[src/rtl/eddss_pkg.sv]
package eddss_pkg;

    // batch capacity and derived widths
    localparam int MAX_REQ  = 32;
    localparam int CNT_W    = $clog2(MAX_REQ + 1);
    localparam int IDX_W    = $clog2(MAX_REQ);
    localparam int CYL_W    = 16;
    localparam int MOVE_W   = 18;
    localparam int CCNT_W   = 17;
    localparam int CFG_IDX_W  = 2;
    localparam int CFG_DATA_W = 17;

    // cylinder count clamp limits and reset values
    localparam logic [CCNT_W-1:0] CCNT_MIN   = 17'd2;
    localparam logic [CCNT_W-1:0] CCNT_MAX   = 17'd65536;
    localparam logic [CCNT_W-1:0] CCNT_RESET = 17'd200;

    typedef logic [CNT_W-1:0]  t_cnt;
    typedef logic [IDX_W-1:0]  t_idx;
    typedef logic [CYL_W-1:0]  t_cyl;
    typedef logic [MOVE_W-1:0] t_move;

    // configuration register indexes
    typedef enum logic [CFG_IDX_W-1:0] {
        CFG_CIRCULAR   = 2'd0,
        CFG_SWEEP_UP   = 2'd1,
        CFG_START_HEAD = 2'd2,
        CFG_CYL_COUNT  = 2'd3
    } t_cfg_idx;

    // input and output beats
    typedef struct packed {
        logic [CYL_W-1:0] cylinder;
        logic             is_last;
    } t_in_item;

    typedef struct packed {
        logic              kind;
        logic [CYL_W-1:0]  served_cylinder;
        logic [MOVE_W-1:0] movement;
        logic              overflow;
        logic              last;
    } t_out_item;

    // index range endpoints
    typedef enum logic [1:0] {
        JS_ZERO,
        JS_I,
        JS_N
    } t_jsel;

    // head move targets
    typedef enum logic [1:0] {
        TG_REQ,
        TG_TOP,
        TG_ZERO
    } t_tgt;

    typedef enum logic [3:0] {
        ST_IDLE,
        ST_FIND_INIT,
        ST_FIND,
        ST_A_INIT,
        ST_A_MEAS,
        ST_A_APPLY,
        ST_EDGE_MEAS,
        ST_EDGE_APPLY,
        ST_WRAP,
        ST_B_INIT,
        ST_B_MEAS,
        ST_B_APPLY,
        ST_SUM
    } t_state;

    // controller to datapath
    typedef struct packed {
        logic  load;
        logic  range_start;
        t_jsel range_src;
        t_jsel range_end;
        logic  range_asc;
        logic  j_step;
        logic  latch_i;
        logic  meas;
        t_tgt  meas_tgt;
        logic  apply;
        logic  emit_req;
        logic  wrap;
        logic  emit_sum;
    } t_dp_cmd;

    // datapath to controller
    typedef struct packed {
        logic range_done;
        logic find_hit;
        logic out_free;
        logic sweep_up;
        logic circular;
    } t_dp_stat;

endpackage

[src/rtl/elevator_disk_seek_scheduler_unit.sv]
// loading: one request beat per cycle while the sequencer is idle, into an insertion-sorted row of cells
// after the last request: a search for the split point s, then for each sweep a set-up step,
// a measure and an apply step per served request and a closing measure; the edge travel
// comes after the first sweep and, in circular mode, the wrap jump before the second
// output stalls hold the apply and summary steps until the output register is free
// synchronous active-low reset clears batch, config to defaults, output empty
module elevator_disk_seek_scheduler_unit (
    input  logic                                i_clk,
    input  logic                                i_rst_n,
    input  logic                                i_cfg_wr_en,
    input  logic [eddss_pkg::CFG_IDX_W-1:0]     i_cfg_index,
    input  logic [eddss_pkg::CFG_DATA_W-1:0]    i_cfg_wr_data,
    input  logic                                i_in_valid,
    output logic                                o_in_stall,
    input  eddss_pkg::t_in_item                 i_in_data,
    output logic                                o_out_valid,
    input  logic                                i_out_stall,
    output eddss_pkg::t_out_item                o_out_data
);

    eddss_pkg::t_dp_cmd  w_cmd;
    eddss_pkg::t_dp_stat w_stat;

    // sequencer
    eddss_ctrl u_ctrl (
        .i_clk        (i_clk),
        .i_rst_n      (i_rst_n),
        .i_in_valid   (i_in_valid),
        .i_in_is_last (i_in_data.is_last),
        .i_stat       (w_stat),
        .o_in_stall   (o_in_stall),
        .o_cmd        (w_cmd)
    );

    // request store, head tracking and output register
    eddss_dpath u_dpath (
        .i_clk         (i_clk),
        .i_rst_n       (i_rst_n),
        .i_cfg_wr_en   (i_cfg_wr_en),
        .i_cfg_index   (i_cfg_index),
        .i_cfg_wr_data (i_cfg_wr_data),
        .i_in_data     (i_in_data),
        .i_out_stall   (i_out_stall),
        .i_cmd         (w_cmd),
        .o_stat        (w_stat),
        .o_out_valid   (o_out_valid),
        .o_out_data    (o_out_data)
    );

    // a beat is never loaded over one that is still stalled
    a_emit_free: assert property (@(posedge i_clk) disable iff (!i_rst_n)
        (w_cmd.emit_req || w_cmd.emit_sum) |-> w_stat.out_free)
        else $error("output beat overwritten while stalled");

    // the summary beat is the only one marked last
    a_last_kind: assert property (@(posedge i_clk) disable iff (!i_rst_n)
        o_out_valid |-> (o_out_data.kind == o_out_data.last))
        else $error("last flag disagrees with beat kind");

    // requests are loaded only while the sequencer is idle
    a_load_idle: assert property (@(posedge i_clk) disable iff (!i_rst_n)
        w_cmd.load |-> !(w_cmd.apply || w_cmd.emit_req || w_cmd.emit_sum))
        else $error("request loaded during scheduling");

    // output is empty right after reset
    a_reset_empty: assert property (@(posedge i_clk)
        $past(!i_rst_n) |-> !o_out_valid)
        else $error("output valid after reset");

endmodule

[src/rtl/eddss_sorter.sv]
module eddss_sorter (
    input  logic              i_clk,
    input  logic              i_ins_en,
    input  eddss_pkg::t_cyl   i_ins_value,
    input  eddss_pkg::t_cnt   i_count,
    input  eddss_pkg::t_idx   i_rd_addr,
    output eddss_pkg::t_cyl   o_rd_data
);

    eddss_pkg::t_cyl r_cell [eddss_pkg::MAX_REQ];
    eddss_pkg::t_cyl n_cell [eddss_pkg::MAX_REQ];
    logic [eddss_pkg::MAX_REQ-1:0] w_gt;

    // each cell compares against the new value; empty cells count as larger
    always_comb begin
        for (int c = 0; c < eddss_pkg::MAX_REQ; c++) begin
            w_gt[c] = (eddss_pkg::t_cnt'(c) >= i_count) || (r_cell[c] > i_ins_value);
        end
    end

    // insertion point takes the new value, cells above it shift up by one
    always_comb begin
        n_cell[0] = w_gt[0] ? i_ins_value : r_cell[0];
        for (int c = 1; c < eddss_pkg::MAX_REQ; c++) begin
            if (!w_gt[c]) begin
                n_cell[c] = r_cell[c];
            end else if (!w_gt[c-1]) begin
                n_cell[c] = i_ins_value;
            end else begin
                n_cell[c] = r_cell[c-1];
            end
        end
    end

    always_ff @(posedge i_clk) begin
        if (i_ins_en) begin
            r_cell <= n_cell;
        end
    end

    assign o_rd_data = r_cell[i_rd_addr];

endmodule

[src/rtl/eddss_dpath.sv]
module eddss_dpath (
    input  logic                                i_clk,
    input  logic                                i_rst_n,
    input  logic                                i_cfg_wr_en,
    input  logic [eddss_pkg::CFG_IDX_W-1:0]     i_cfg_index,
    input  logic [eddss_pkg::CFG_DATA_W-1:0]    i_cfg_wr_data,
    input  eddss_pkg::t_in_item                 i_in_data,
    input  logic                                i_out_stall,
    input  eddss_pkg::t_dp_cmd                  i_cmd,
    output eddss_pkg::t_dp_stat                 o_stat,
    output logic                                o_out_valid,
    output eddss_pkg::t_out_item                o_out_data
);

    // configuration
    logic                               r_circular,   n_circular;
    logic                               r_sweep_up,   n_sweep_up;
    eddss_pkg::t_cyl                    r_start_head, n_start_head;
    logic [eddss_pkg::CCNT_W-1:0]       r_cyl_count,  n_cyl_count;

    // batch and schedule state
    eddss_pkg::t_cnt      r_count,   n_count;
    logic                 r_dropped, n_dropped;
    eddss_pkg::t_cyl      r_head,    n_head;
    eddss_pkg::t_move     r_move,    n_move;
    eddss_pkg::t_cnt      r_j,       n_j;
    eddss_pkg::t_cnt      r_end,     n_end;
    logic                 r_asc,     n_asc;
    eddss_pkg::t_cnt      r_i,       n_i;
    eddss_pkg::t_cyl      r_dist,    n_dist;
    eddss_pkg::t_cyl      r_target,  n_target;
    eddss_pkg::t_out_item r_out,     n_out;
    logic                 r_out_valid, n_out_valid;

    logic                 w_ins_en;
    eddss_pkg::t_idx      w_rd_addr;
    eddss_pkg::t_cyl      w_rd_data;
    eddss_pkg::t_cyl      w_top;
    eddss_pkg::t_cyl      w_meas_tgt;
    eddss_pkg::t_cyl      w_addend;
    logic [eddss_pkg::MOVE_W:0] w_sum;
    eddss_pkg::t_move     w_move_sat;
    logic                 w_out_free;

    // sorted request cells
    assign w_ins_en  = i_cmd.load && (r_count < eddss_pkg::t_cnt'(eddss_pkg::MAX_REQ));
    assign w_rd_addr = r_asc ? r_j[eddss_pkg::IDX_W-1:0] : eddss_pkg::t_idx'(r_j - 1'b1);

    eddss_sorter u_sorter (
        .i_clk       (i_clk),
        .i_ins_en    (w_ins_en),
        .i_ins_value (i_in_data.cylinder),
        .i_count     (r_count),
        .i_rd_addr   (w_rd_addr),
        .o_rd_data   (w_rd_data)
    );

    // top edge from the clamped cylinder count
    always_comb begin
        if (r_cyl_count < eddss_pkg::CCNT_MIN) begin
            w_top = eddss_pkg::t_cyl'(eddss_pkg::CCNT_MIN - 1'b1);
        end else if (r_cyl_count > eddss_pkg::CCNT_MAX) begin
            w_top = eddss_pkg::t_cyl'(eddss_pkg::CCNT_MAX - 1'b1);
        end else begin
            w_top = eddss_pkg::t_cyl'(r_cyl_count - 1'b1);
        end
    end

    // move target select
    always_comb begin
        unique case (i_cmd.meas_tgt)
            eddss_pkg::TG_REQ:  w_meas_tgt = w_rd_data;
            eddss_pkg::TG_TOP:  w_meas_tgt = w_top;
            eddss_pkg::TG_ZERO: w_meas_tgt = '0;
            default:            w_meas_tgt = '0;
        endcase
    end

    // saturating movement adder shared by head moves and the wrap jump
    assign w_addend   = i_cmd.wrap ? w_top : r_dist;
    assign w_sum      = {1'b0, r_move} + {{(eddss_pkg::MOVE_W + 1 - eddss_pkg::CYL_W){1'b0}},
                        w_addend};
    assign w_move_sat = w_sum[eddss_pkg::MOVE_W] ? '1 : w_sum[eddss_pkg::MOVE_W-1:0];

    assign w_out_free = !r_out_valid || !i_out_stall;

    // configuration writes
    always_comb begin
        n_circular   = r_circular;
        n_sweep_up   = r_sweep_up;
        n_start_head = r_start_head;
        n_cyl_count  = r_cyl_count;
        if (i_cfg_wr_en) begin
            unique case (i_cfg_index)
                eddss_pkg::CFG_CIRCULAR:   n_circular   = i_cfg_wr_data[0];
                eddss_pkg::CFG_SWEEP_UP:   n_sweep_up   = i_cfg_wr_data[0];
                eddss_pkg::CFG_START_HEAD: n_start_head = i_cfg_wr_data[eddss_pkg::CYL_W-1:0];
                eddss_pkg::CFG_CYL_COUNT:  n_cyl_count  = i_cfg_wr_data[eddss_pkg::CCNT_W-1:0];
                default: ;
            endcase
        end
    end

    // batch loading, index walk and head moves
    always_comb begin
        n_count     = r_count;
        n_dropped   = r_dropped;
        n_head      = r_head;
        n_move      = r_move;
        n_j         = r_j;
        n_end       = r_end;
        n_asc       = r_asc;
        n_i         = r_i;
        n_dist      = r_dist;
        n_target    = r_target;
        n_out       = r_out;
        n_out_valid = r_out_valid && i_out_stall;

        if (i_cmd.load) begin
            if (w_ins_en) begin
                n_count = eddss_pkg::t_cnt'(r_count + 1'b1);
            end else begin
                n_dropped = 1'b1;
            end
            if (i_in_data.is_last) begin
                n_head = r_start_head;
                n_move = '0;
            end
        end

        if (i_cmd.range_start) begin
            unique case (i_cmd.range_src)
                eddss_pkg::JS_ZERO: n_j = '0;
                eddss_pkg::JS_I:    n_j = r_i;
                eddss_pkg::JS_N:    n_j = r_count;
                default:            n_j = '0;
            endcase
            unique case (i_cmd.range_end)
                eddss_pkg::JS_ZERO: n_end = '0;
                eddss_pkg::JS_I:    n_end = r_i;
                eddss_pkg::JS_N:    n_end = r_count;
                default:            n_end = '0;
            endcase
            n_asc = i_cmd.range_asc;
        end

        if (i_cmd.j_step) begin
            n_j = r_asc ? eddss_pkg::t_cnt'(r_j + 1'b1) : eddss_pkg::t_cnt'(r_j - 1'b1);
        end

        if (i_cmd.latch_i) begin
            n_i = r_j;
        end

        // distance to the next target
        if (i_cmd.meas) begin
            n_target = w_meas_tgt;
            n_dist   = (r_head > w_meas_tgt) ? r_head - w_meas_tgt : w_meas_tgt - r_head;
        end

        if (i_cmd.apply) begin
            n_move = w_move_sat;
            n_head = r_target;
        end

        if (i_cmd.wrap) begin
            n_move = w_move_sat;
            n_head = r_sweep_up ? '0 : w_top;
        end

        // served beat
        if (i_cmd.emit_req) begin
            n_out.kind            = 1'b0;
            n_out.served_cylinder = r_target;
            n_out.movement        = w_move_sat;
            n_out.overflow        = r_dropped;
            n_out.last            = 1'b0;
            n_out_valid           = 1'b1;
        end

        // summary beat ends the batch
        if (i_cmd.emit_sum) begin
            n_out.kind            = 1'b1;
            n_out.served_cylinder = '0;
            n_out.movement        = r_move;
            n_out.overflow        = r_dropped;
            n_out.last            = 1'b1;
            n_out_valid           = 1'b1;
            n_count               = '0;
            n_dropped             = 1'b0;
        end
    end

    always_ff @(posedge i_clk) begin
        if (!i_rst_n) begin
            r_circular   <= 1'b0;
            r_sweep_up   <= 1'b1;
            r_start_head <= '0;
            r_cyl_count  <= eddss_pkg::CCNT_RESET;
            r_count      <= '0;
            r_dropped    <= 1'b0;
            r_head       <= '0;
            r_move       <= '0;
            r_out_valid  <= 1'b0;
        end else begin
            r_circular   <= n_circular;
            r_sweep_up   <= n_sweep_up;
            r_start_head <= n_start_head;
            r_cyl_count  <= n_cyl_count;
            r_count      <= n_count;
            r_dropped    <= n_dropped;
            r_head       <= n_head;
            r_move       <= n_move;
            r_out_valid  <= n_out_valid;
        end
    end

    always_ff @(posedge i_clk) begin
        r_j      <= n_j;
        r_end    <= n_end;
        r_asc    <= n_asc;
        r_i      <= n_i;
        r_dist   <= n_dist;
        r_target <= n_target;
        r_out    <= n_out;
    end

    // status back to the controller
    always_comb begin
        o_stat.range_done = (r_j == r_end);
        o_stat.find_hit   = (r_j == r_end) || (w_rd_data >= r_start_head);
        o_stat.out_free   = w_out_free;
        o_stat.sweep_up   = r_sweep_up;
        o_stat.circular   = r_circular;
    end

    assign o_out_valid = r_out_valid;
    assign o_out_data  = r_out;

endmodule

[src/rtl/eddss_ctrl.sv]
module eddss_ctrl (
    input  logic                 i_clk,
    input  logic                 i_rst_n,
    input  logic                 i_in_valid,
    input  logic                 i_in_is_last,
    input  eddss_pkg::t_dp_stat  i_stat,
    output logic                 o_in_stall,
    output eddss_pkg::t_dp_cmd   o_cmd
);

    eddss_pkg::t_state r_state, n_state;

    // next state
    always_comb begin
        n_state = r_state;
        unique case (r_state)
            eddss_pkg::ST_IDLE: begin
                if (i_in_valid && i_in_is_last) begin
                    n_state = eddss_pkg::ST_FIND_INIT;
                end
            end
            eddss_pkg::ST_FIND_INIT: n_state = eddss_pkg::ST_FIND;
            eddss_pkg::ST_FIND: begin
                if (i_stat.find_hit) begin
                    n_state = eddss_pkg::ST_A_INIT;
                end
            end
            eddss_pkg::ST_A_INIT: n_state = eddss_pkg::ST_A_MEAS;
            eddss_pkg::ST_A_MEAS: begin
                n_state = i_stat.range_done ? eddss_pkg::ST_EDGE_MEAS : eddss_pkg::ST_A_APPLY;
            end
            eddss_pkg::ST_A_APPLY: begin
                if (i_stat.out_free) begin
                    n_state = eddss_pkg::ST_A_MEAS;
                end
            end
            eddss_pkg::ST_EDGE_MEAS: n_state = eddss_pkg::ST_EDGE_APPLY;
            eddss_pkg::ST_EDGE_APPLY: begin
                n_state = i_stat.circular ? eddss_pkg::ST_WRAP : eddss_pkg::ST_B_INIT;
            end
            eddss_pkg::ST_WRAP:   n_state = eddss_pkg::ST_B_INIT;
            eddss_pkg::ST_B_INIT: n_state = eddss_pkg::ST_B_MEAS;
            eddss_pkg::ST_B_MEAS: begin
                n_state = i_stat.range_done ? eddss_pkg::ST_SUM : eddss_pkg::ST_B_APPLY;
            end
            eddss_pkg::ST_B_APPLY: begin
                if (i_stat.out_free) begin
                    n_state = eddss_pkg::ST_B_MEAS;
                end
            end
            eddss_pkg::ST_SUM: begin
                if (i_stat.out_free) begin
                    n_state = eddss_pkg::ST_IDLE;
                end
            end
            default: n_state = eddss_pkg::ST_IDLE;
        endcase
    end

    // datapath commands
    always_comb begin
        o_cmd           = '0;
        o_cmd.range_src = eddss_pkg::JS_ZERO;
        o_cmd.range_end = eddss_pkg::JS_ZERO;
        o_cmd.meas_tgt  = eddss_pkg::TG_REQ;
        o_in_stall      = (r_state != eddss_pkg::ST_IDLE);
        unique case (r_state)
            eddss_pkg::ST_IDLE: begin
                o_cmd.load = i_in_valid;
            end
            // search for the first request at or above the start head
            eddss_pkg::ST_FIND_INIT: begin
                o_cmd.range_start = 1'b1;
                o_cmd.range_src   = eddss_pkg::JS_ZERO;
                o_cmd.range_end   = eddss_pkg::JS_N;
                o_cmd.range_asc   = 1'b1;
            end
            eddss_pkg::ST_FIND: begin
                o_cmd.latch_i = i_stat.find_hit;
                o_cmd.j_step  = !i_stat.find_hit;
            end
            // first sweep toward the chosen edge
            eddss_pkg::ST_A_INIT: begin
                o_cmd.range_start = 1'b1;
                o_cmd.range_src   = eddss_pkg::JS_I;
                o_cmd.range_end   = i_stat.sweep_up ? eddss_pkg::JS_N : eddss_pkg::JS_ZERO;
                o_cmd.range_asc   = i_stat.sweep_up;
            end
            eddss_pkg::ST_A_MEAS, eddss_pkg::ST_B_MEAS: begin
                o_cmd.meas     = !i_stat.range_done;
                o_cmd.meas_tgt = eddss_pkg::TG_REQ;
            end
            eddss_pkg::ST_A_APPLY, eddss_pkg::ST_B_APPLY: begin
                o_cmd.apply    = i_stat.out_free;
                o_cmd.emit_req = i_stat.out_free;
                o_cmd.j_step   = i_stat.out_free;
            end
            // travel to the edge
            eddss_pkg::ST_EDGE_MEAS: begin
                o_cmd.meas     = 1'b1;
                o_cmd.meas_tgt = i_stat.sweep_up ? eddss_pkg::TG_TOP : eddss_pkg::TG_ZERO;
            end
            eddss_pkg::ST_EDGE_APPLY: begin
                o_cmd.apply = 1'b1;
            end
            eddss_pkg::ST_WRAP: begin
                o_cmd.wrap = 1'b1;
            end
            // second sweep: same direction after a wrap, else reversed
            eddss_pkg::ST_B_INIT: begin
                o_cmd.range_start = 1'b1;
                if (i_stat.circular) begin
                    o_cmd.range_src = i_stat.sweep_up ? eddss_pkg::JS_ZERO : eddss_pkg::JS_N;
                    o_cmd.range_end = eddss_pkg::JS_I;
                    o_cmd.range_asc = i_stat.sweep_up;
                end else begin
                    o_cmd.range_src = eddss_pkg::JS_I;
                    o_cmd.range_end = i_stat.sweep_up ? eddss_pkg::JS_ZERO : eddss_pkg::JS_N;
                    o_cmd.range_asc = !i_stat.sweep_up;
                end
            end
            eddss_pkg::ST_SUM: begin
                o_cmd.emit_sum = i_stat.out_free;
            end
            default: ;
        endcase
    end

    always_ff @(posedge i_clk) begin
        if (!i_rst_n) begin
            r_state <= eddss_pkg::ST_IDLE;
        end else begin
            r_state <= n_state;
        end
    end

endmodule
[config.mk]
export PLATFORM = sky130hd
export DESIGN_NAME = elevator_disk_seek_scheduler_unit
export DESIGN_NICKNAME = d
export VERILOG_FILES = /design/src/rtl/eddss_pkg.sv /design/src/rtl/elevator_disk_seek_scheduler_unit.sv /design/src/rtl/eddss_sorter.sv /design/src/rtl/eddss_dpath.sv /design/src/rtl/eddss_ctrl.sv
export SDC_FILE = /design/constraint.sdc
export NUM_CORES = 2
export LEC_CHECK = 0
export BUFFER_PORTS_ARGS = -buffer_cell sky130_fd_sc_hd__buf_4
export CAP_MARGIN = 10
export CORE_ASPECT_RATIO = 0.6
export CORE_MARGIN = 1
export CORE_UTILIZATION = 50
export DETAILED_ROUTE_END_ITERATION = 16
export PLACE_DENSITY = 0.66
export SYNTH_ARGS = -nofsm -noshare
export SYNTH_HDL_FRONTEND = slang
export SYNTH_SLANG_ARGS = --single-unit
[constraint.sdc]
create_clock -name i_clk -period 7.1 [get_ports i_clk]
set_input_delay 1.42 -clock i_clk [delete_from_list [all_inputs] [get_ports i_clk]]
set_output_delay 1.42 -clock i_clk [all_outputs]
set_load 0.01 [all_outputs]
Word level (Yosys, flattened, before mapping)
Index checks and enable logic that the tools add are counted.
Storage, ports and cells
  output and inout port bits: 39
  bits of input ports: 41
  register bits: 680
Operators by class
  $add $sub $neg: 7
  reductions and logical operators: 93
  bitwise gates (word level): 3
  magnitude comparators: 70
  mux-type cells: 81
  eq/ne operators: 26
Operator list (count)
  two-way mux 16 bit: 42
  greater-than comparator 16 bit: 33
  greater-or-equal comparator 5 x 6 -> 1 bit, first input constant: 16
  two-way mux 18 bit: 5
  binary-select mux 16 bit (select 5 bit): 1
  AND reduction 2 bit: 39
  case mux 4 bit (13 select lines): 1
  greater-or-equal comparator 4 x 6 -> 1 bit, first input constant: 8
  two-way mux 20 bit: 2
  logical OR 1 bit: 34
  case mux 16 bit (2 select lines): 1
  subtractor 16 bit: 2
  greater-or-equal comparator 3 x 6 -> 1 bit, first input constant: 4
  case mux 6 bit (2 select lines): 2
  equality test 4 bit, second input constant: 5
  two-way mux 4 bit: 5
  adder 18 x 16 -> 19 bit: 1
  two-way mux 6 bit: 3
  case mux 6 bit (3 select lines): 1
  greater-than comparator 17 bit, second input constant: 1
  less-than comparator 17 x 2 -> 1 bit, second input constant: 1
  equality test 4 x 3 -> 1 bit, second input constant: 4
  greater-or-equal comparator 16 bit: 1
  subtractor 16 x 1 -> 16 bit, second input constant: 1
  29 further kinds: 67

Longest topological paths before layout
  depth after elaboration: 11
  depth in mapped cells: 23

Cells and area by module
From an unflattened synthesis, not the netlist that was laid out.
Unflattened totals
  cells, all modules: 3944
  area, all modules: 47932.2 um^2
Modules (own cells, without submodules)
  eddss_sorter: instances 1, area each 36973.0 um^2, sequential area each 15374.7 um^2, cells each 2713
  eddss_dpath: instances 1, area each 10381.2 um^2, sequential area each 3983.8 um^2, cells each 1143
  eddss_ctrl: instances 1, area each 578.1 um^2, sequential area each 80.1 um^2, cells each 88

Least setup slack after synthesis
Ideal clock, no wire load.
  kind: reg-to-reg
  from: register u_dpath.r_j[0]
  to: register u_dpath.r_dist[1], data pin
  cell stages (with the launch flop): 21
  library setup time: 0.260 ns
  path buffers: 5
  arrival time: 5.259 ns
  path slack: 1.581 ns
  clock period less this slack: 5.519 ns
  cells stage by stage: edfxtp_1 inv_1 ha_1 mux2i_2 buf_2 buf_2 mux4_2 mux2i_1 o22ai_1 nor3_1 inv_1 a22oi_1 ha_1 clkbuf_1 nand4_1 o221a_2 a211oi_1 a31o_2 buf_1 buf_2 mux2_2
Between the ends
  cells in the longest elaborated chain, start to end: 9
  elaborated cells between the ends (all ways): 11
RTL lines
  from (decl): line eddss_dpath.sv:26  | eddss_pkg::t_cnt r_j, n_j;
  from (signal assigned): line eddss_dpath.sv:219  | r_j <= n_j;
  subtractor 6 x 1 -> 6 bit: line eddss_dpath.sv:47  | assign w_rd_addr = r_asc ? r_j[eddss_pkg::IDX_W-1:0] : eddss_pkg::t_idx'(r_j - 1'b1);
  two-way mux 5 bit *: line eddss_dpath.sv:47
  inverter 5 -> 6 bit (implied by the code) *: line eddss_sorter.sv:41  | assign o_rd_data = r_cell[i_rd_addr];
  binary-select mux 16 bit (select 5 bit) *: line eddss_sorter.sv:41
  two-way mux 16 bit (implied by the code) * (2 in series): line eddss_sorter.sv:41
  case mux 16 bit (2 select lines) *: line eddss_dpath.sv:71  | unique case (i_cmd.meas_tgt)
  subtractor 16 bit or greater-than comparator 16 bit (tied branches): line eddss_dpath.sv:158  | n_dist = (r_head > w_meas_tgt) ? r_head - w_meas_tgt : w_meas_tgt - r_head;
  two-way mux 16 bit *: line eddss_dpath.sv:158
  to (signal assigned): line eddss_dpath.sv:223  | r_dist <= n_dist;
  to (decl): line eddss_dpath.sv:30  | eddss_pkg::t_cyl r_dist, n_dist;
Mark *: on every way between the ends. The rest lies on a longest branch, timed or not. The select of a mux whose other input is x is not followed.
A chain may end at the register's enable or synchronous reset.

Final worst setup path
  from: register u_dpath.r_j[0]
  to: register u_dpath.r_dist[12], data pin
Same word-level chain as after synthesis.

==> metrics <==
status=finished clean; H-tree depth=3; drt wl/cell=between 30 and 40 µm; Crit Path Class=flop to flop; worst-path maximum fanout=50; min cycle time layout=approximately 6.6 ns; die area=approximately 100,000 µm²; Initial Utilization=about half; CP max stage delay=0.68 ns; synthesized cell area=51,600 µm²; Yosys top cell by area=edfxtp_1; main flop type after synthesis=edfxtp_1; area share of the largest cell type after synthesis=between 30% and 40%; GP Congestion=a little over 1; Max IR drop VDD=roughly 0.36 mV; setup_tns=0 ns; post-route ant nets=0; hold slack final=0.4555 ns; clock sink count=680; global-route wire length before repair=291,800 µm; most frequent cell after synthesis=edfxtp_1; vias in the first global route=approximately 41,000; f_max=around 0.15 GHz; RSZ-0062 raised after global routing=no; Post-synth top cells=582 x edfxtp_1, 575 x ha_1, 545 x nand2_1, 347 x mux2_2, 276 x nand3_1; Final Util=around 56%; Die H=about 250 µm; largest family of logic cells by synthesized area=compound AO/OA/AOI/OAI gates; area delta synth->final=9.788%; Worst Hold Class=flop to flop; drt drc=0; Setup crit start kind=flop; Post-Synth Simple-Gate Area=between 10% and 20%; Via density=roughly 7; Adder-Cell Fraction of Synth Area=14.06%; worst-skew pair later-pin latency=between 0.6 and 0.7 ns; mux cell area share after synthesis=between 10% and 20%; Fin. Hold Viols=0; Final nets=between 5,000 and 6,000; Clock Skew=~0.021 ns; Seq cells post-synth=between 600 and 700; synth unique cells=84; Gate Count Post-Synth=just under 5,000; Critical Path RT=about 7.5 ns; crit path DAT=7.01 ns; relative slew slack=17.11%; WL met2=around 66,000 µm; Post-CTS Setup Bufs=0; Leakage=between 20 and 25 nW; initial DRC count=7,565; CP endpoint kind=flop; core footprint=101,300 µm²; fin cells=6,358; register area share after synthesis=37.67%; Post-Route M1 WL=around 88,000 µm; CTS tree=done; slowest stage cell, crit path=nor3_1; Post-synth ARST share=0%; crit share post-route=~93%; Vias=45,730; Critical Path Most Common Cell=a21oi_1; CP Buf/Inv Count=3; DRT Pass-1 Iters=8; initial antenna violation count=9; Final Slew Violations=0; clock root buffer=clkbuf_16; Yosys warnings=0; share of cells above drive strength 1=between 15 and 20%; gr ovfl total=0; cts hold-fix bufs=0; post-CTS resize count=0; # setup viols final=0; DR top layer=met5; Tightest Pin Transition=1.233 ns; xor/xnor share of the synthesized area=less than 1%; GRT Util Overall=about two fifths; max_cap viols=0; P per Cell Area=about 470 nW/µm²; DR WL met3=around 47,000 µm; dpl hpwl=~160,000 µm; overall routed net length=between 200,000 and 250,000 µm; width of the die=416.7 µm; critical-path cell list=inv_1 -> ha_1 -> nor2b_1 -> xnor2_4 -> buf_4 -> mux4_2 -> nand2_1 -> a21oi_1 -> nor3_1 -> inv_1 -> a22oi_1 -> ha_1 -> a21oi_1 -> o221a_2 -> a21oi_1 -> a31o_2 -> mux2i_1 -> o31ai_1 -> a311oi_1 -> xnor2_1; Inst Count DP=6,217; Worst-path clk slew=around 0.070 ns; Syn Area/Cell=around 10 µm²; Synth area leaders=edfxtp_1 34%, ha_1 14%, mux2_2 7.6%; clk buf depth=3; EDFF count, synth=roughly 580; compound-gate portion of the synthesized area=16.29%; Ports=80; cell family with most CP delay=compound AO/OA/AOI/OAI gates; # rows=90; I/O Buffers=between 70 and 80; Post-Syn Nets=between 5,000 and 6,000; CTS Buf Count=between 70 and 80; largest net degree at the start of global routing=52
[power breakdown]
group	internal [mW]	switching, mW	leakage (nW)
Sequential	6.23	1.53	6.19
Combinational	6.02	8.58	14.4
Clock	2.30	1.81	1.20
Total	14.6	11.9	21.8
[registers in the layout, summed over array words and instances, names as in the netlist, 4 cells and up]
register                 flops
u_dpath.r_head              16
u_dpath.r_move              18
u_dpath.r_cyl_count         17
u_dpath.r_count              6
u_dpath.r_target            16
u_dpath.r_start_head        16
u_ctrl.r_state               4
u_dpath.r_j                  6
u_dpath.r_i                  6
u_dpath.r_end                6
u_dpath.u_sorter.r_cell    512
u_dpath.o_out_data          36
u_dpath.r_dist              16
[tightest hold or removal path, cell delays in order, from the launching register on]
cell     delay (ns)
dfxtp_1        0.31
nand3_1        0.06
nand2_1        0.04
[layout make-up]
class | count | area, µm²
antenna | 4 | 10.01
clock buffer | 96 | 2059
clock inverter | 39 | 371.6
fill | 8622 | 44690
inverter | 141 | 529.3
multi-input combinational | 3813 | 30590
sequential | 680 | 19440
tap | 1334 | 1669
timing repair buffer | 251 | 1983
[logic make-up after synthesis]
family	Yosys count
xor gates and xnor gates	53
muxes	566
DFF	680
and+or+nand+nor	1391
adders and majority gates	578
AOI/OAI and AO/OA	1225
buffers and inverters	468
[layer usage]
metal  vias to the layer above  GRT usage, %
met5                         -        0.1374
met4                         6         8.151
met3                       321         25.60
met2                      3982         41.18
met1                     22080         59.37
li1                      19340             -
[metrics by stage]
stage               cell area, µm²  total power, mW  setup WS, ns
floorplan                    51600            16.71         1.581
global placement             54160            21.42        0.5497
detailed placement           54160            21.58        0.4935
CTS                          56600            25.72        0.4612
global route                 56650            27.59        0.1579
finish                       56660            26.47        0.5126
[layout by cell type, fill, tap and decap left out, types with 42 or more instances in the layout]
cell type	netlist	final
o21a_1	62	62
clkbuf_16	0	78
dfxtp_1	98	98
a21o_1	127	127
mux2i_1	95	95
nor3_1	75	68
ha_1	575	575
mux2_2	347	347
o21ai_0	188	188
mux4_2	123	123
nand4_1	103	103
nor2_1	188	179
o31ai_1	51	51
buf_4	14	243
a21oi_1	225	218
a22oi_1	57	57
a311o_1	50	50
nand3_1	276	275
a31oi_1	106	105
a22o_1	42	42
nand2_1	545	544
edfxtp_1	582	582
inv_1	138	123
o211ai_1	94	94
nor2b_1	54	53
[worst paths after layout]
path | end | start | slack, ns | depth (start not counted)
hold reg to reg | u_dpath.o_out_data[29] | u_dpath.o_out_data[29] | 0.46 | 2
setup reg to reg | u_dpath.r_dist[12] | u_dpath.r_j[0] | 0.51 | 20
hold / removal | u_dpath.o_out_data[29] | u_dpath.o_out_data[29] | 0.46 | 2
setup / recovery | u_dpath.r_dist[12] | u_dpath.r_j[0] | 0.51 | 20
(Power assumes the default switching activity.)
